===== src/design/blowfish_block_encrypt_defines.svh =====
// ----------------------------------------------------------------------------
// Blowfish block encrypt assertion macros
// Shared concurrent checks; each use expects clk and rst_n in scope.
// ----------------------------------------------------------------------------
`ifndef BLOWFISH_BLOCK_ENCRYPT_DEFINES_SVH
`define BLOWFISH_BLOCK_ENCRYPT_DEFINES_SVH

// Condition holds at every edge out of reset.
`define BFE_ASSERT_ALWAYS(lbl, cond, msg) \
  lbl: assert property (@(posedge clk) disable iff (!rst_n) (cond)) \
    else $error(msg);

// Consequent holds in the same cycle as the antecedent.
`define BFE_ASSERT_IMPLIES(lbl, ante, cons, msg) \
  lbl: assert property (@(posedge clk) disable iff (!rst_n) (ante) |-> (cons)) \
    else $error(msg);

// Consequent holds in the cycle after the antecedent.
`define BFE_ASSERT_NEXT(lbl, ante, cons, msg) \
  lbl: assert property (@(posedge clk) disable iff (!rst_n) (ante) |=> (cons)) \
    else $error(msg);

`endif


===== src/design/bfe_pkg.sv =====
// ----------------------------------------------------------------------------
// Blowfish block encrypt package
// Item types, command encoding and table geometry shared across the design.
// ----------------------------------------------------------------------------
`default_nettype none

package bfe_pkg;

  localparam int WORD_W          = 32;
  localparam int BYTE_W          = 8;
  localparam int INDEX_W         = 10;
  localparam int KIND_W          = 2;
  localparam int SUBKEY_WORDS    = 18;
  localparam int SBOX_WORDS      = 1024;
  localparam int SBOX_BANK_WORDS = 256;
  localparam int SBOX_BANKS      = SBOX_WORDS / SBOX_BANK_WORDS;
  localparam int BANK_ADDR_W     = $clog2(SBOX_BANK_WORDS);
  localparam int BANK_SEL_W      = $clog2(SBOX_BANKS);
  localparam int SUBKEY_IDX_W    = $clog2(SUBKEY_WORDS);
  localparam int ROUND_COUNT     = 16;
  localparam int STEP_W          = $clog2(ROUND_COUNT);

  // Input item kind codes
  localparam logic [KIND_W-1:0] KIND_LOAD_SUBKEY = 2'd0;
  localparam logic [KIND_W-1:0] KIND_LOAD_SBOX   = 2'd1;
  localparam logic [KIND_W-1:0] KIND_ENCRYPT     = 2'd2;

  typedef struct packed {
    logic [KIND_W-1:0]  kind;
    logic [INDEX_W-1:0] table_index;
    logic [WORD_W-1:0]  load_word;
    logic [WORD_W-1:0]  left_in;
    logic [WORD_W-1:0]  right_in;
  } in_item_t;

  typedef struct packed {
    logic [WORD_W-1:0] left_out;
    logic [WORD_W-1:0] right_out;
  } out_item_t;

  typedef enum logic [1:0] {
    CMD_LOAD_SUBKEY = 2'd0,
    CMD_LOAD_SBOX   = 2'd1,
    CMD_ENCRYPT     = 2'd2
  } cmd_op_t;

  // Classified work handed from front to back
  typedef struct packed {
    cmd_op_t            op;
    logic [INDEX_W-1:0] index;
    logic [WORD_W-1:0]  word;
    logic [WORD_W-1:0]  left;
    logic [WORD_W-1:0]  right;
  } cmd_t;

endpackage

`default_nettype wire


===== src/design/bfe_queue.sv =====
// ----------------------------------------------------------------------------
// Blowfish command queue
// Small FIFO of classified items between the front and back ends.
// ----------------------------------------------------------------------------
`default_nettype none
`include "blowfish_block_encrypt_defines.svh"

module bfe_queue #(
  parameter int DEPTH = 2
) (
  input  wire logic          clk,
  input  wire logic          rst_n,
  input  wire logic          push_i,
  input  wire bfe_pkg::cmd_t cmd_i,
  input  wire logic          pop_i,
  output bfe_pkg::cmd_t      head_o,
  output logic               full_o,
  output logic               empty_o
);

  localparam int PTR_W = (DEPTH > 1) ? $clog2(DEPTH) : 1;
  localparam int CNT_W = $clog2(DEPTH + 1);

  bfe_pkg::cmd_t    mem_r [DEPTH];
  logic [PTR_W-1:0] wr_ptr_r, wr_ptr_nxt;
  logic [PTR_W-1:0] rd_ptr_r, rd_ptr_nxt;
  logic [CNT_W-1:0] count_r, count_nxt;

  assign full_o  = (count_r == CNT_W'(DEPTH));
  assign empty_o = (count_r == '0);
  assign head_o  = mem_r[rd_ptr_r];

  always_comb begin
    wr_ptr_nxt = wr_ptr_r;
    rd_ptr_nxt = rd_ptr_r;
    count_nxt  = count_r;
    if (push_i) begin
      wr_ptr_nxt = (wr_ptr_r == PTR_W'(DEPTH - 1)) ? '0 : wr_ptr_r + 1'b1;
    end
    if (pop_i) begin
      rd_ptr_nxt = (rd_ptr_r == PTR_W'(DEPTH - 1)) ? '0 : rd_ptr_r + 1'b1;
    end
    priority if (push_i && !pop_i) begin
      count_nxt = count_r + 1'b1;
    end else if (pop_i && !push_i) begin
      count_nxt = count_r - 1'b1;
    end else begin
      count_nxt = count_r;
    end
  end

  always_ff @(posedge clk) begin
    if (!rst_n) begin
      wr_ptr_r <= '0;
      rd_ptr_r <= '0;
      count_r  <= '0;
    end else begin
      wr_ptr_r <= wr_ptr_nxt;
      rd_ptr_r <= rd_ptr_nxt;
      count_r  <= count_nxt;
    end
  end

  always_ff @(posedge clk) begin
    if (push_i) begin
      mem_r[wr_ptr_r] <= cmd_i;
    end
  end

  `BFE_ASSERT_IMPLIES(a_no_push_full, full_o, !push_i, "queue push while full")
  `BFE_ASSERT_IMPLIES(a_no_pop_empty, empty_o, !pop_i, "queue pop while empty")

endmodule

`default_nettype wire


===== config.mk =====
export PLATFORM = sky130hd
export DESIGN_NAME = bfe_queue
export DESIGN_NICKNAME = d
export VERILOG_FILES = /design/src/design/bfe_pkg.sv /design/src/design/bfe_queue.sv
export VERILOG_INCLUDE_DIRS = /design/src /design/src/design
export SDC_FILE = /design/constraint.sdc
export NUM_CORES = 1
export LEC_CHECK = 0
export BUFFER_PORTS_ARGS = -buffer_cell sky130_fd_sc_hd__buf_4
export CORE_ASPECT_RATIO = 1.25
export CORE_MARGIN = 3
export CORE_UTILIZATION = 56
export DETAILED_ROUTE_END_ITERATION = 10
export PLACE_DENSITY = 0.85
export SETUP_SLACK_MARGIN = 0.15
export SLEW_MARGIN = 10
export SYNTH_ARGS = -nofsm -noshare
export SYNTH_HDL_FRONTEND = slang
export SYNTH_SLANG_ARGS = --single-unit

===== constraint.sdc =====
create_clock -name clk -period 16.6 [get_ports clk]
set_input_delay 2.49 -clock clk [delete_from_list [all_inputs] [get_ports clk]]
set_output_delay 2.49 -clock clk [all_outputs]
set_load 0.01 [all_outputs]

# Yosys cells after proc, flatten, opt, wreduce, memory -nomap -nowiden
# Memory sizes are Yosys's and may differ from the RTL's. A register that Yosys moved wholly into a read port is not among the register bits.
# Cells that the tools add are included.
[classes]
add_sub_neg = 4
n_eq_ne = 1
mux = 8
n_reduce_logical = 6
[op_table]
columns = ["cell", "count"]
rows = [
  ["1-bit 2-to-1 mux", 6],
  ["2-bit 2-to-1 mux", 2],
  ["1-bit adder, second input constant", 2],
  ["2-bit by 1-bit adder with 2-bit output, second input constant", 1],
  ["2-bit equality test, second input constant", 1],
  ["1-bit logical AND", 2],
  ["1-bit zero test", 2],
  ["2-bit zero test", 1],
  ["2-bit nonzero test", 1],
  ["2-bit by 1-bit subtractor with 2-bit output, second input constant", 1],
]
[totals]
reg_bits = 4
ramBits = 216
inputBits = 112
output_inout_bits = 110
word_cells = 23
mem_count = 1
[memory_table]
columns = ["name", "depth", "width", "rd", "rd_ports_with_merged_regs", "wr", "line", "source"]
rows = [
  ["mem_r", 2, 108, 1, 1, 1, "bfe_queue.sv:24", "bfe_pkg::cmd_t mem_r [DEPTH];"],
]

# Logic depth before layout (Yosys ltp)
[depth]
depth_word = 4
mapped_depth = 5
mapped_depth_nobuf = 5

# Least setup slack after synthesis
# Ideal clock, no wire load.
[synth_timing]
kind = "input -> register"
start = "input push_i"
end = "memory mem_r[0][0] in the netlist's numbering, enable pin"
setup_ns = 0.589
arrival_ns = 7.215
required_ns = 16.011
path_slack_ns = 8.796
path_stages = 1
n_path_buf = 0
cell_sequence = "nor2b_1"
[synth_between]
elab_chain_cells = 2
[synth_rtl]
columns = ["element", "line", "source"]
rows = [
  ["from (decl)", "bfe_queue.sv:13", "input wire logic push_i,"],
  ["1-bit 2-to-1 mux", "bfe_queue.sv:65", "if (push_i) begin"],
  ["1-bit 2-to-1 mux (implied by the code)", "bfe_queue.sv:66", "mem_r[wr_ptr_r] <= cmd_i;"],
  ["to (decl)", "bfe_queue.sv:24", ""],
]
# No other way between the ends.

==> out/summary.txt <==
Max cap viols - 0
Pin count of the biggest net entering global routing - 62
Final Hold Fails - 0
Post-layout min period - 5.22 ns
Hold Path Class - flop to flop
Wire per inst - 20.1 um
TNS Setup - 0 ns
First-pass GRT wire length - 23600 um
Final-report max-slew violation count - 0
Synth top cells by count - 216 x edfxtp_1, 88 x mux2_2, 20 x mux2_4
Post-DRT Antenna Nets - 0
Setup CP Type - flop to primary output
Final setup viols - 0
Worst Path Arrival - 2.72 ns
Yosys Warn Count - 0
Number of buffers added on ports - 221
CTS tree - done
Clk buf depth - 3
Die area - 15900 um^2
Die Ht - 140 um
First-pass DRT Iterations - 4
Status - finished, final reports clean
Vias in the first global route - 4460
Std-Cell Rows - 48
Initial antenna violation count - 0
Highest clock rate - 192 MHz
I/O pin count - 222
DRC violations left - 0
Synthesis-stage register bit count - 221
Least-Margin Pin Slew - 0.882 ns
Most common cell in the netlist - edfxtp_1
Netlist cell types - 17
CP startpoint kind - flop
Cells after synthesis - 358
Top FF cell, synth - edfxtp_1
Register area share after synthesis - 0.815
Total wire length - 15700 um
Critical Path End Type - primary output
Sink Count - 221
Syn nets - 471
Number of DRC markers in iteration 0 - 211
Critical Path RT - 14.11 ns
Post-CTS Resized - 0
Skew-Pair Late Insertion Delay - 0.48 ns
Total CTS buffers - 21
Post-Syn Area - 8080 um^2
CP max FO - 60
RSZ-0062 raised after global routing - false
# diodes - 0
Pwr dens - 121 nW/um^2
Initial core utilization - 0.577
Syn Area/Cell - 22.6 um^2
Core ar. - 14000 um^2
Post-CTS setup buffers - 0
Vias per cell - 5.30
Max-slew headroom - 0.412
Die Wd - 113 um
Register clock-pin slew on the reported worst setup and hold paths - 0.07 ns
Area contributors post-synth - edfxtp_1 80%, mux2_2 12%, mux2_4 3.7%, dfxtp_1 1.2%, buf_6 0.56%
Hold_buf cts - 0
Post-synth EDFFs - 216
Area growth syn-to-layout - 31.3%
Layout Nets - 707
Total power - 1280 uW
Yosys top cell by area - edfxtp_1
CTS Root Cell - clkbuf_16
P_leak - 0.00403 uW
Post-synth ARST share - 0
VDD IR max - 107 uV
Final Wtd Congestion - 0.743
Share of the clock period used by the worst path - 0.314
Vias - 4148
Setup Skew - 0.0123 ns
GRT Overall Usage - 0.192
CTS H-Tree Depth - 1
Detail Placement HPWL - 10600 um
Share of the synthesized area in the top cell type - 0.803
Share of cells above drive strength 1 - 0.603
GRT overflow - 0
[final timing paths]
check,start,endpoint,slack (ns),cells past startpoint
setup / recovery,flop,head_o[54],11.39,3
hold / removal,count_r[1],count_r[1],0.54,2
setup reg to reg,wr_ptr_r,mem_r[1][70],14.37,2
hold reg to reg,count_r[1],count_r[1],0.54,2
[report_power, final]
group          switching (uW)  internal (uW)  total [uW]
clock network             187            293         480
registers                12.2            645         657
logic                    63.3           82.3         146
total                     262           1020        1280
[cells in the final DEF, fill, tap and decap left out, types with 4 or more instances in the layout]
cell       instances
buf_4            225
edfxtp_1         216
mux2_2            88
clkbuf_16         21
mux2_4            20
clkinv_2           5
bufinv_16          4
dfxtp_1            4
[logic make-up (layout without fill, tap and decap cells)]
family | Yosys count | count (layout) | synth area share
adder cells (fa/ha/maj) | 1 | 1 | 0.00155
buffers and inverters | 13 | 262 | 0.0110
AO/OA/AOI/OAI | 3 | 3 | 0.00248
XOR/XNOR | 3 | 3 | 0.00325
flip-flops | 221 | 221 | 0.815
multiplexers | 108 | 108 | 0.160
AND/OR/NAND/NOR | 9 | 9 | 0.00666
[metal layers]
metal	up-vias	global-route usage	wire length, um
met3	29	0.0475	1290
li1	1885	-	-
met4	0	0.0608	420
met1	2057	0.233	5830
met5	-	0	0
met2	177	0.337	8170
[layout make-up]
class / instances / area [um^2]
inverters: 1 / 3.75
clock buffers: 24 / 537
flip-flops and latches: 221 / 6590
clock inverters: 12 / 156
fillers: 778 / 3380
repair buffers: 225 / 1690
well taps: 175 / 219
multi-input cells: 124 / 1410
[state kept, by name, summed over array words and instances, names as in the netlist, named ones only]
signal,count
rd_ptr_r,1
wr_ptr_r,1
mem_r,216
count_r,2
[metrics by stage]
step                      hold WS [ns]  cell area [um^2]  utilization  instances  setup slack [ns]
after global routing             0.590             10600        0.758        782             11.26
after floorplan                  0.466              8080            -        358              8.80
after CTS                        0.551             10600        0.758        782             11.36
final                            0.543             10600        0.758        782             11.39
after global placement           0.476              9920        0.709        746             11.94
after detailed placement         0.540              9920        0.709        746             11.90
[worst max-delay path, cell delays in order (launching register included)]
cell	delay (ns)
dfxtp_4	0.79
buf_4	0.78
mux2_2	0.44
buf_4	0.15
(Power assumes the default switching activity.)
